==> config.mk <==
export PLATFORM = sky130hd
export DESIGN_NAME = srt_timestamp_line_checker_unit
export DESIGN_NICKNAME = d
export VERILOG_FILES = /design/src/stcl_pkg.sv /design/src/srt_timestamp_line_checker_unit.sv /design/src/stcl_byte_parser.sv /design/src/stcl_time_convert.sv /design/src/stcl_order_check.sv
export SDC_FILE = /design/constraint.sdc
export NUM_CORES = 1
export LEC_CHECK = 0
export BUFFER_PORTS_ARGS = -buffer_cell sky130_fd_sc_hd__buf_2
export CORE_ASPECT_RATIO = 1.75
export CORE_MARGIN = 2
export CORE_UTILIZATION = 40
export DETAILED_ROUTE_END_ITERATION = 7
export PLACE_DENSITY = 0.55
export SETUP_SLACK_MARGIN = 0.4
export SLEW_MARGIN = 25
export SYNTH_ARGS = -nofsm -noshare
export SYNTH_HDL_FRONTEND = slang
export SYNTH_SLANG_ARGS = --single-unit
==> constraint.sdc <==
create_clock -name aclk -period 13.8 [get_ports aclk]
set_input_delay 0.69 -clock aclk [delete_from_list [all_inputs] [get_ports aclk]]
set_output_delay 0.69 -clock aclk [all_outputs]
set_load 0.005 [all_outputs]
==> src/stcl_pkg.sv <==
package stcl_pkg;

    // Line geometry: "HH:MM:SS,mmm --> HH:MM:SS,mmm".
    localparam logic [4:0] STAMP_LEN = 5'd12;
    localparam logic [4:0] ARROW_POS = 5'd12;
    localparam logic [4:0] END_POS   = 5'd17;
    localparam logic [4:0] LINE_LEN  = 5'd29;
    localparam logic [4:0] POS_MAX   = 5'd31;

    // Result status codes.
    localparam logic [2:0] ST_OK        = 3'd0;
    localparam logic [2:0] ST_MALFORMED = 3'd1;
    localparam logic [2:0] ST_MINUTES   = 3'd2;
    localparam logic [2:0] ST_SECONDS   = 3'd3;
    localparam logic [2:0] ST_NOT_AFTER = 3'd4;
    localparam logic [2:0] ST_OVERLAP   = 3'd5;

    localparam logic [6:0] MAX_MIN_SEC = 7'd59;

    // One finished line as captured at its last byte.
    typedef struct packed {
        logic [30:0] start_fields;
        logic [30:0] end_fields;
        logic [2:0]  format_flags;
        logic        short_line;
        logic        fresh;
    } line_t;

    // A line after range checks and conversion to milliseconds.
    typedef struct packed {
        logic [2:0]  status;
        logic [28:0] start_ms;
        logic [28:0] end_ms;
        logic        fresh;
    } conv_t;

    typedef struct packed {
        logic [30:0] fields;
        logic        bad;
    } stamp_upd_t;

    // Fold one byte at local place q (0..11) into a stamp's digit fields.
    // Hours sit in bits 6:0, minutes 13:7, seconds 20:14, ms 30:21.
    function automatic stamp_upd_t stamp_update(input logic [30:0] f,
                                                input logic [3:0]  q,
                                                input logic [7:0]  c);
        stamp_upd_t  r;
        logic        digit;
        logic [3:0]  d;
        logic [10:0] acc7;
        logic [13:0] acc10;
        digit = (c >= 8'h30) && (c <= 8'h39);
        d     = digit ? c[3:0] : 4'd0;
        r.fields = f;
        r.bad    = 1'b0;
        acc7  = 11'd0;
        acc10 = 14'd0;
        case (q)
            4'd2, 4'd5: begin
                r.bad = (c != 8'h3A);
            end
            4'd8: begin
                r.bad = (c != 8'h2C);
            end
            4'd0, 4'd1: begin
                acc7 = {4'd0, f[6:0]} * 11'd10 + {7'd0, d};
                r.fields[6:0] = acc7[6:0];
                r.bad = !digit;
            end
            4'd3, 4'd4: begin
                acc7 = {4'd0, f[13:7]} * 11'd10 + {7'd0, d};
                r.fields[13:7] = acc7[6:0];
                r.bad = !digit;
            end
            4'd6, 4'd7: begin
                acc7 = {4'd0, f[20:14]} * 11'd10 + {7'd0, d};
                r.fields[20:14] = acc7[6:0];
                r.bad = !digit;
            end
            4'd9, 4'd10, 4'd11: begin
                acc10 = {4'd0, f[30:21]} * 14'd10 + {10'd0, d};
                r.fields[30:21] = acc10[9:0];
                r.bad = !digit;
            end
            default: begin
                r.bad = 1'b0;
            end
        endcase
        return r;
    endfunction

    // Expected byte of the arrow " --> ".
    function automatic logic [7:0] arrow_char(input logic [2:0] idx);
        logic [7:0] ch;
        case (idx)
            3'd1, 3'd2: ch = 8'h2D;
            3'd3:       ch = 8'h3E;
            default:    ch = 8'h20;
        endcase
        return ch;
    endfunction

    // Milliseconds of a stamp; 29 bits hold every 7-bit hour value.
    function automatic logic [28:0] to_ms(input logic [30:0] f);
        logic [28:0] h_ms;
        logic [28:0] m_ms;
        logic [28:0] s_ms;
        h_ms = {22'd0, f[6:0]}   * 29'd3600000;
        m_ms = {22'd0, f[13:7]}  * 29'd60000;
        s_ms = {22'd0, f[20:14]} * 29'd1000;
        return h_ms + m_ms + s_ms + {19'd0, f[30:21]};
    endfunction

    // Zero when minutes and seconds are in range, else the range status.
    function automatic logic [2:0] range_status(input logic [30:0] f);
        logic [2:0] st;
        if (f[13:7] > MAX_MIN_SEC) begin
            st = ST_MINUTES;
        end else if (f[20:14] > MAX_MIN_SEC) begin
            st = ST_SECONDS;
        end else begin
            st = ST_OK;
        end
        return st;
    endfunction

endpackage

==> src/srt_timestamp_line_checker_unit.sv <==
// Timestamp line checker: takes one line byte per beat, one beat per cycle while s_ready is high.
// The result for a line passes in turn through the byte stage, the conversion stage
// and the result register, starting from the beat that carries its last byte;
// Bytes that end no line give no result; a stalled result stalls input only once
// the captured-line and conversion registers are also full.
// aresetn (synchronous, active low) clears line state and the previous end time.
module srt_timestamp_line_checker_unit (
    input  logic        aclk,
    input  logic        aresetn,
    input  logic        s_valid,
    output logic        s_ready,
    input  logic [7:0]  s_line_char,
    input  logic        s_line_end,
    input  logic        s_new_file,
    output logic        m_valid,
    input  logic        m_ready,
    output logic [2:0]  m_status,
    output logic [28:0] m_start_ms,
    output logic [28:0] m_end_ms
);

    logic            line_valid;
    logic            line_ready;
    stcl_pkg::line_t line_data;
    logic            conv_valid;
    logic            conv_ready;
    stcl_pkg::conv_t conv_data;

    // Byte checks and digit accumulation.
    stcl_byte_parser u_parser (
        .aclk        (aclk),
        .aresetn     (aresetn),
        .s_valid     (s_valid),
        .s_ready     (s_ready),
        .s_line_char (s_line_char),
        .s_line_end  (s_line_end),
        .s_new_file  (s_new_file),
        .line_valid  (line_valid),
        .line_ready  (line_ready),
        .line_o      (line_data)
    );

    // Range checks and millisecond conversion.
    stcl_time_convert u_convert (
        .aclk       (aclk),
        .aresetn    (aresetn),
        .line_valid (line_valid),
        .line_ready (line_ready),
        .line_i     (line_data),
        .conv_valid (conv_valid),
        .conv_ready (conv_ready),
        .conv_o     (conv_data)
    );

    // Ordering checks against the previous good line.
    stcl_order_check u_order (
        .aclk       (aclk),
        .aresetn    (aresetn),
        .conv_valid (conv_valid),
        .conv_ready (conv_ready),
        .conv_i     (conv_data),
        .m_valid    (m_valid),
        .m_ready    (m_ready),
        .m_status   (m_status),
        .m_start_ms (m_start_ms),
        .m_end_ms   (m_end_ms)
    );

endmodule

==> src/stcl_byte_parser.sv <==
module stcl_byte_parser (
    input  logic                aclk,
    input  logic                aresetn,
    input  logic                s_valid,
    output logic                s_ready,
    input  logic [7:0]          s_line_char,
    input  logic                s_line_end,
    input  logic                s_new_file,
    output logic                line_valid,
    input  logic                line_ready,
    output stcl_pkg::line_t     line_o
);

    logic [4:0]  pos_reg;
    logic [30:0] start_reg;
    logic [30:0] end_reg;
    logic [2:0]  flags_reg;
    logic        fresh_reg;
    logic        line_valid_reg;
    stcl_pkg::line_t line_reg;

    logic [30:0] start_next;
    logic [30:0] end_next;
    logic [2:0]  flags_next;
    logic [4:0]  pos_inc;
    logic [4:0]  end_q;
    logic [4:0]  arrow_q;
    logic        fresh_now;
    logic        accept;
    stcl_pkg::stamp_upd_t start_upd;
    stcl_pkg::stamp_upd_t end_upd;

    assign s_ready    = !line_valid_reg || line_ready;
    assign accept     = s_valid && s_ready;
    assign line_valid = line_valid_reg;
    assign line_o     = line_reg;

    // Per-byte check and digit accumulation at the current position.
    assign end_q     = pos_reg - stcl_pkg::END_POS;
    assign arrow_q   = pos_reg - stcl_pkg::ARROW_POS;
    assign start_upd = stcl_pkg::stamp_update(start_reg, pos_reg[3:0], s_line_char);
    assign end_upd   = stcl_pkg::stamp_update(end_reg, end_q[3:0], s_line_char);
    assign fresh_now = fresh_reg || ((pos_reg == 5'd0) && s_new_file);
    assign pos_inc   = (pos_reg == stcl_pkg::POS_MAX) ? pos_reg : pos_reg + 5'd1;

    always_comb begin
        start_next = start_reg;
        end_next   = end_reg;
        flags_next = flags_reg;
        if (pos_reg < stcl_pkg::STAMP_LEN) begin
            start_next    = start_upd.fields;
            flags_next[0] = flags_reg[0] | start_upd.bad;
        end else if (pos_reg < stcl_pkg::END_POS) begin
            flags_next[1] = flags_reg[1]
                          | (s_line_char != stcl_pkg::arrow_char(arrow_q[2:0]));
        end else if (pos_reg < stcl_pkg::LINE_LEN) begin
            end_next      = end_upd.fields;
            flags_next[2] = flags_reg[2] | end_upd.bad;
        end
    end

    // Line state: restarts after the last beat of a line.
    always_ff @(posedge aclk) begin
        if (!aresetn) begin
            pos_reg   <= 5'd0;
            start_reg <= 31'd0;
            end_reg   <= 31'd0;
            flags_reg <= 3'd0;
            fresh_reg <= 1'b0;
        end else if (accept) begin
            if (s_line_end) begin
                pos_reg   <= 5'd0;
                start_reg <= 31'd0;
                end_reg   <= 31'd0;
                flags_reg <= 3'd0;
                fresh_reg <= 1'b0;
            end else begin
                pos_reg   <= pos_inc;
                start_reg <= start_next;
                end_reg   <= end_next;
                flags_reg <= flags_next;
                fresh_reg <= fresh_now;
            end
        end
    end

    // Captured line, handed to the conversion stage.
    always_ff @(posedge aclk) begin
        if (!aresetn) begin
            line_valid_reg <= 1'b0;
        end else if (accept && s_line_end) begin
            line_valid_reg <= 1'b1;
        end else if (line_ready) begin
            line_valid_reg <= 1'b0;
        end
    end

    always_ff @(posedge aclk) begin
        if (accept && s_line_end) begin
            line_reg.start_fields <= start_next;
            line_reg.end_fields   <= end_next;
            line_reg.format_flags <= flags_next;
            line_reg.short_line   <= (pos_inc < stcl_pkg::LINE_LEN);
            line_reg.fresh        <= fresh_now;
        end
    end

endmodule

==> src/stcl_time_convert.sv <==
module stcl_time_convert (
    input  logic                aclk,
    input  logic                aresetn,
    input  logic                line_valid,
    output logic                line_ready,
    input  stcl_pkg::line_t     line_i,
    output logic                conv_valid,
    input  logic                conv_ready,
    output stcl_pkg::conv_t     conv_o
);

    logic            conv_valid_reg;
    stcl_pkg::conv_t conv_reg;
    logic [2:0]      status_next;
    logic [2:0]      start_range;
    logic [2:0]      end_range;

    assign line_ready = !conv_valid_reg || conv_ready;
    assign conv_valid = conv_valid_reg;
    assign conv_o     = conv_reg;

    // Format and range checks: short line, bad start or bad arrow, then start range, then end format, then end range.
    assign start_range = stcl_pkg::range_status(line_i.start_fields);
    assign end_range   = stcl_pkg::range_status(line_i.end_fields);

    always_comb begin
        if (line_i.short_line || (line_i.format_flags[1:0] != 2'b00)) begin
            status_next = stcl_pkg::ST_MALFORMED;
        end else if (start_range != stcl_pkg::ST_OK) begin
            status_next = start_range;
        end else if (line_i.format_flags[2]) begin
            status_next = stcl_pkg::ST_MALFORMED;
        end else begin
            status_next = end_range;
        end
    end

    always_ff @(posedge aclk) begin
        if (!aresetn) begin
            conv_valid_reg <= 1'b0;
        end else if (line_ready) begin
            conv_valid_reg <= line_valid;
        end
    end

    always_ff @(posedge aclk) begin
        if (line_ready && line_valid) begin
            conv_reg.status   <= status_next;
            conv_reg.start_ms <= stcl_pkg::to_ms(line_i.start_fields);
            conv_reg.end_ms   <= stcl_pkg::to_ms(line_i.end_fields);
            conv_reg.fresh    <= line_i.fresh;
        end
    end

endmodule

==> src/stcl_order_check.sv <==
module stcl_order_check (
    input  logic                aclk,
    input  logic                aresetn,
    input  logic                conv_valid,
    output logic                conv_ready,
    input  stcl_pkg::conv_t     conv_i,
    output logic                m_valid,
    input  logic                m_ready,
    output logic [2:0]          m_status,
    output logic [28:0]         m_start_ms,
    output logic [28:0]         m_end_ms
);

    logic        m_valid_reg;
    logic [2:0]  m_status_reg;
    logic [28:0] m_start_ms_reg;
    logic [28:0] m_end_ms_reg;
    logic [28:0] prev_end_reg;
    logic        have_prev_reg;
    logic        have_eff;
    logic        take;
    logic [2:0]  status_next;

    assign conv_ready = !m_valid_reg || m_ready;
    assign take       = conv_valid && conv_ready;
    assign m_valid    = m_valid_reg;
    assign m_status   = m_status_reg;
    assign m_start_ms = m_start_ms_reg;
    assign m_end_ms   = m_end_ms_reg;

    // A new file forgets the previous end before this line is judged.
    assign have_eff = have_prev_reg && !conv_i.fresh;

    always_comb begin
        if (conv_i.status != stcl_pkg::ST_OK) begin
            status_next = conv_i.status;
        end else if (conv_i.end_ms <= conv_i.start_ms) begin
            status_next = stcl_pkg::ST_NOT_AFTER;
        end else if (have_eff && (conv_i.start_ms < prev_end_reg)) begin
            status_next = stcl_pkg::ST_OVERLAP;
        end else begin
            status_next = stcl_pkg::ST_OK;
        end
    end

    // Previous end time moves only on a good line; a bad line that starts a new file clears it.
    always_ff @(posedge aclk) begin
        if (!aresetn) begin
            have_prev_reg <= 1'b0;
            prev_end_reg  <= 29'd0;
        end else if (take) begin
            if (status_next == stcl_pkg::ST_OK) begin
                have_prev_reg <= 1'b1;
                prev_end_reg  <= conv_i.end_ms;
            end else if (conv_i.fresh) begin
                have_prev_reg <= 1'b0;
                prev_end_reg  <= 29'd0;
            end
        end
    end

    // Result register.
    always_ff @(posedge aclk) begin
        if (!aresetn) begin
            m_valid_reg <= 1'b0;
        end else if (conv_ready) begin
            m_valid_reg <= conv_valid;
        end
    end

    always_ff @(posedge aclk) begin
        if (take) begin
            m_status_reg <= status_next;
            if (conv_i.status == stcl_pkg::ST_OK) begin
                m_start_ms_reg <= conv_i.start_ms;
                m_end_ms_reg   <= conv_i.end_ms;
            end else begin
                m_start_ms_reg <= 29'd0;
                m_end_ms_reg   <= 29'd0;
            end
        end
    end

endmodule
==> results of run 1 <==
-- layout make-up --
cell class	count	area (µm²)	share of cell area [%]
clock buffer	42	912	3.03
tap	903	1130	3.75
inverter	468	1760	5.84
multi-input combinational	1947	17800	59.3
clock inverter	19	196	0.653
sequential	293	7760	25.8
timing repair buffer	93	508	1.69
-- per-stage QoR --
step	utilization (%)	hold WS (ps)	area, µm²
final	44.0	415	30100
after global routing	44.0	417	30100
after CTS	43.9	407	30100
after detailed placement	42.3	405	29000
after global placement	42.3	407	29000
after floorplan	-	400	27600
-- cell families (layout without fill, tap and decap cells) --
| group | Yosys count | count (layout) | share of synthesized area, % |
|---|---|---|---|
| xor gates and xnor gates | 191 | 191 | 6.06 |
| AOI/OAI and AO/OA | 510 | 510 | 12.0 |
| muxes | 35 | 35 | 1.41 |
| DFF | 293 | 293 | 28.1 |
| adders and majority gates | 671 | 671 | 35.3 |
| buffers and inverters | 544 | 622 | 7.45 |
| and+or+nand+nor | 540 | 540 | 9.75 |
-- how the worst min path moves through the flow --
stage | startpoint | slack [ps] | cells after the start | end
2_1_floorplan | u_parser.line_o[0]$_DFFE_PP_ | 400 | 0 | u_convert.conv_o[0]$_DFFE_PP_
3_3_place_gp | u_parser.line_o[26]$_DFFE_PP_ | 410 | 0 | u_convert.conv_o[1]$_DFFE_PP_
3_5_place_dp | u_parser.line_o[59]$_DFFE_PP_ | 400 | 0 | u_convert.conv_o[32]$_DFFE_PP_
4_1_cts | u_parser.line_o[59]$_DFFE_PP_ | 410 | 0 | u_convert.conv_o[32]$_DFFE_PP_
5_1_grt | u_parser.line_o[59]$_DFFE_PP_ | 420 | 0 | u_convert.conv_o[32]$_DFFE_PP_
6_report | u_parser.line_o[59]$_DFFE_PP_ | 410 | 0 | u_convert.conv_o[32]$_DFFE_PP_
-- cell usage in the layout (no fill, tap or decap), drive strengths merged, types with 56 or more instances in the layout --
cell	instances
nand3	56
buf	93
o21ai	95
nor2	149
a21o	70
edfxtp	189
nand2	88
xnor2	137
inv	472
a21oi	141
fa	178
nor3	87
a22oi	62
dfxtp	104
ha	493
-- synthesized netlist by cell type (56+ instances only) --
master	instances	area share, %
a21o_1	70	1.9
a21oi_1	139	2.5
a22oi_1	62	1.7
clkbuf_1	56	0.76
dfxtp_1	104	7.5
edfxtp_1	189	21
fa_1	178	13
ha_1	493	22
inv_1	467	6.4
nand2_1	88	1.2
nand3_1	56	1.0
nor2_1	149	2.0
nor3_1	87	1.6
o21ai_0	75	1.4
xnor2_1	137	4.3
-- routing by layer --
layer	wire length, µm	share of wire, %	vias up	track usage (%)
li1	-	-	9683	-
met4	1840	2.8	0	5.65
met3	1770	2.8	82	1.47
met2	34700	54	310	36.2
met5	0	0	-	0
met1	26100	41	9494	20.9
-- worst max-delay path: cells and delay by family, from the launching register on --
kind,cells,cell delay [ps]
flops,1,500
compound gates,14,2820
simple gates,1,100
xor+xnor,2,280
fa+ha+maj,8,3480
buf+inv,3,180
-- report_power, final --
part | total, mW | internal, mW | switching, mW
registers | 1.26 | 1.20 | 0.0601
clock network | 0.916 | 0.532 | 0.383
logic | 3.50 | 1.54 | 1.96
total | 5.67 | 3.27 | 2.40
==> impl_results.md, run 1 <==
* R2R Setup Slk at 6160 ps
* Worst-path maximum fanout at 6
* Final Power at 5.67 mW
* Fmax at 0.131 GHz
* Register area share after synthesis at 28.1%
* Worst setup endpoint: u_convert.conv_o[29]$_DFFE_PP_
* RSZ-0062 raised after global routing: false
* Min-delay worst type: reg -> reg
* Core Region at 0.0685 mm²
* Pwr/cell area at 188 mW/mm²
* Syn avg cell area at 9.91 µm²
* RR Endpoint: u_convert.conv_o[29]$_DFFE_PP_
* Worst slew pin tran at 973 ps
* Io pins at 77
* Number of synthesized flops with an enable pin at 189
* Pin count of the biggest net entering global routing at 72
* Cell area after synthesis at 0.0276 mm²
* Layout overhead on the synthesized area at 9.06%
* Vias in the first global route at 20500
* Routability cong. at 0.887
* CTS clk-pin slew, worst paths at 60 ps
* Max-slew headroom at 35.0%
* Setup-failing EPs final at 0
* Leak Pwr at 13.9 nW
* Net count after synthesis at 3469
* CP endpoint kind: flop
* Die width at 203 µm
* Synth Warn # at 0
* Post-CTS Setup Bufs at 0
* Clock sink count at 293
* Setup crit start: u_parser.line_o[19]$_DFFE_PP_
* Std cell rows at 127
* Post-Syn Instances at 2784
* # hold bufs at CTS at 0
* DP HPWL at 52.1 mm
* Clock Latency Late Sink at 540 ps
* Cts bufs inserted at 34
* Final period utilization at 55.4%
* Synth Flop Type: edfxtp_1
* Status: complete, no violations
* Number of diodes at 0
* Routed wire per std cell at 17.1 µm
* Nets at 3522
* Slew Limit Fails at 0
* Die H at 352 µm
* Register bit total from synthesis at 293
* Initial antenna violation count at 0
* CP startpoint kind: flop
* Routed via count at 19600
* Pre-CTS setup slack at 6180 ps
* Full die area at 0.0712 mm²
* Post-route setup slack at 6160 ps
* CP max stage delay at 610 ps
* Crit Path Class: reg -> reg
* Gr usage total at 18.4%
* DRT Pass-1 Iters at 5
* CTS root buf: clkbuf_16
* Layout Cells excl Fill at 3765
* Worst r2r src: u_parser.line_o[19]$_DFFE_PP_
* CTS tree: built
* Routed Wire Length at 64.4 mm
* VDD IR max at 0.000165 V
* Final ANT Viol Nets at 0
* CP most frequent cell: a21o_1
* Critical Path RT at 14070 ps
* Grt ovf at 0
* Remaining routing DRC violations at 0
* DR vias/cell at 5.20
* Post-synthesis cell type count at 76
* Min cycle time layout at 7640 ps
* Fill cell count at 6532
* Initial Util at 40.3%
* Post-CTS Resized at 0
* Setup TNS at 0 ps
* Slowest-stage cell, CP: o41ai_1
* I/O Buffers at 76
* Max reg flops at 67
* H-tree lvl count at 2
* Worst Path Arrival at 7920 ps
* Inst Count DP at 3704
* Max-cap viol count at 0
* R2R depth at 28
* First-pass GRT wire length at 105 mm
* Share of layout cells above drive strength 1 at 7.23%
* 1st-iter DRT viols at 802
* Final Hold Viols at 0
* Maximum root-to-sink buffer count at 3
* Async set-reset flop share out of synthesis at 0%
* Setup Skew at 14.6 ps
Power figures use the tool's default switching activity.
==> run 2: changes to the inputs <==
Clock period 13.8 ns to 7.45 ns, I/O delays scaled along.
==> run 2 against run 1 <==
  * Maximum frequency grew 11%
  * Critical endpoint unchanged
  * Sequential cell count is the same
  * Combinational power grew 110%
  * Via count grew 1.5%
  * Worst setup slack lost 5600 ps
  * Worst hold slack lost 310 ps
  * Critical path type unchanged
  * Largest cell class unchanged
==> impl_results.md, run 2 (synthesized netlist as in run 1, its figures left out) <==
* H-tree lvl count at 1
* Comb power frac at 64.9%
* Routed wire per std cell at 17.6 µm
* Status: complete, no violations
* Setup Skew at 24.6 ps
* WHS Path Cells at 3
* Initial antenna violation count at 0
* Final period utilization at 92.7%
* Max-cap viol count at 0
* Nets at 3548
* Std cell rows at 127
* Core Region at 0.0685 mm²
* Switch share at 42.3%
* Clock sink count at 293
* R2R Setup Slk at 540 ps
* Max reg flops at 67
* CP startpoint kind: flop
* Routability cong. at 0.899
* DP HPWL at 53.3 mm
* Max-slew headroom at 31.9%
* Initial Util at 40.3%
* Clk network pwr share at 14.7%
* Routed Wire Length at 66.7 mm
* Grt ovf at 0
* Post-layout util at 44.7%
* Dpl cell area at 0.0290 mm²
* Full die area at 0.0712 mm²
* Final ANT Viol Nets at 0
* Vias in the first global route at 20900
* Slew Limit Fails at 0
* Die width at 203 µm
* CP most frequent cell: a21o_1
* Pint at 6.55 mW
* Fmax at 0.145 GHz
* Worst r2r src: u_parser.line_o[19]$_DFFE_PP_
* Fill cell count at 6477
* Remaining routing DRC violations at 0
* Crit Path Class: reg -> reg
* Most common cell after layout, fill and taps aside: ha_1
* Total net switching power at 4.79 mW
* CP endpoint kind: flop
* DRT Pass-1 Iters at 5
* Clock Latency Late Sink at 600 ps
* Routed via count at 19900
* Setup-failing EPs final at 0
* Pwr/cell area at 371 mW/mm²
* First-pass GRT wire length at 107 mm
* CTS root buf: clkbuf_16
* CTS tree: built
* Worst Path Arrival at 7240 ps
* I/O Buffers at 76
* Leak Pwr at 14.1 nW
* VDD IR max at 0.000378 V
* CTS clk-pin slew, worst paths at 70 ps
* CP max stage delay at 540 ps
* Critical Path RT at 7780 ps
* Io pins at 77
* Flop pwr share at 20.5%
* Share of layout cells above drive strength 1 at 9.35%
* Slowest-stage cell, CP: fa_1
* Worst-path maximum fanout at 5
* Setup crit start: u_parser.line_o[19]$_DFFE_PP_
* Highest-count cells in the layout ignoring fill and taps: 479 x ha_1, 464 x inv_1, 189 x edfxtp_1, 177 x fa_1, 147 x nor2_1
* Final Hold Viols at 0
* Die H at 352 µm
* # hold bufs at CTS at 0
* Maximum root-to-sink buffer count at 3
* 1st-iter DRT viols at 890
* Cts bufs inserted at 30
* Worst slew pin tran at 1010 ps
* Layout overhead on the synthesized area at 10.8%
* R2R depth at 29
* Setup TNS at 0 ps
* Final instance area at 0.0306 mm²
* Gr usage total at 18.8%
* DR vias/cell at 5.24
* Min cycle time layout at 6910 ps
* Pin count of the biggest net entering global routing at 72
* Hold Crit Start: s_new_file
* Number of diodes at 0
* RSZ-0062 raised after global routing: true
* Min-delay worst type: in -> reg
[run 2: cell types whose count changed in the layout (fill, tap and decap cells not counted), moves of 4 or more]
cell       previous run  this run
buf_4                17        47
ha_1                493       479
a21oi_2               2        11
clkbuf_16            35        31
ha_4                  0        13
a21oi_1             138       129
[run 2: final timing paths]
check,endpoint
worst min-delay path,u_parser.fresh_reg$_SDFFE_PN0P_
worst max-delay path,u_convert.conv_o[29]$_DFFE_PP_
worst max register to register,u_convert.conv_o[29]$_DFFE_PP_
worst min register to register,u_convert.conv_o[32]$_DFFE_PP_
[run 2: metrics by stage]
| step | hold WS (ps) | power [mW] | setup WS, ps | std cells |
|---|---|---|---|---|
| floorplan | 400 | 7.39 | 413 | 2784 |
| global placement | 405 | 8.77 | 268 | 3712 |
| detailed placement | 405 | 8.93 | 156 | 3712 |
| CTS | 66.8 | 10.9 | 396 | 3773 |
| global route | 110 | 12.4 | 274 | 3790 |
| finish | 104 | 11.3 | 543 | 3790 |
[run 2: timing repair]
item,CTS,global route
gates resized for setup,12,38
setup buffers,5,17
pin swaps,4,36
endpoints found under the setup margin,7,12
[run 2: area by class of cell]
cell class,instances,area (µm²),area share [%]
Multi-Input combinational cell,1947,18200,59.3
Sequential cell,293,7760,25.4
Clock inverter,20,267,0.871
Tap cell,903,1130,3.69
Timing Repair Buffer,123,733,2.40
Inverter,468,1760,5.74
Clock buffer,36,795,2.60
[run 2: power by group through the flow]
stage	registers (mW)	logic, mW	clock network (mW)
CTS	2.33	6.90	1.71
global route	2.33	8.28	1.76
floorplan	2.30	5.09	0
global placement	2.36	6.41	0
finish	2.32	7.36	1.66
detailed placement	2.36	6.57	0
[run 2: critical path: cells and delay by family (launching register included)]
family | cells | cell delay, ps
xor gates and xnor gates | 2 | 310
AOI/OAI and AO/OA | 14 | 2280
and+or+nand+nor | 1 | 80
buffers and inverters | 4 | 370
DFF | 1 | 430
adders and majority gates | 8 | 3190
[run 2: layer usage]
metal | routed length, µm | global-route usage, % | vias to the layer above
li1 | - | - | 9754
met1 | 26500 | 20.7 | 9635
met2 | 35300 | 36.3 | 334
met3 | 1930 | 1.63 | 131
met4 | 3020 | 8.42 | 0
met5 | 0 | 0 | -
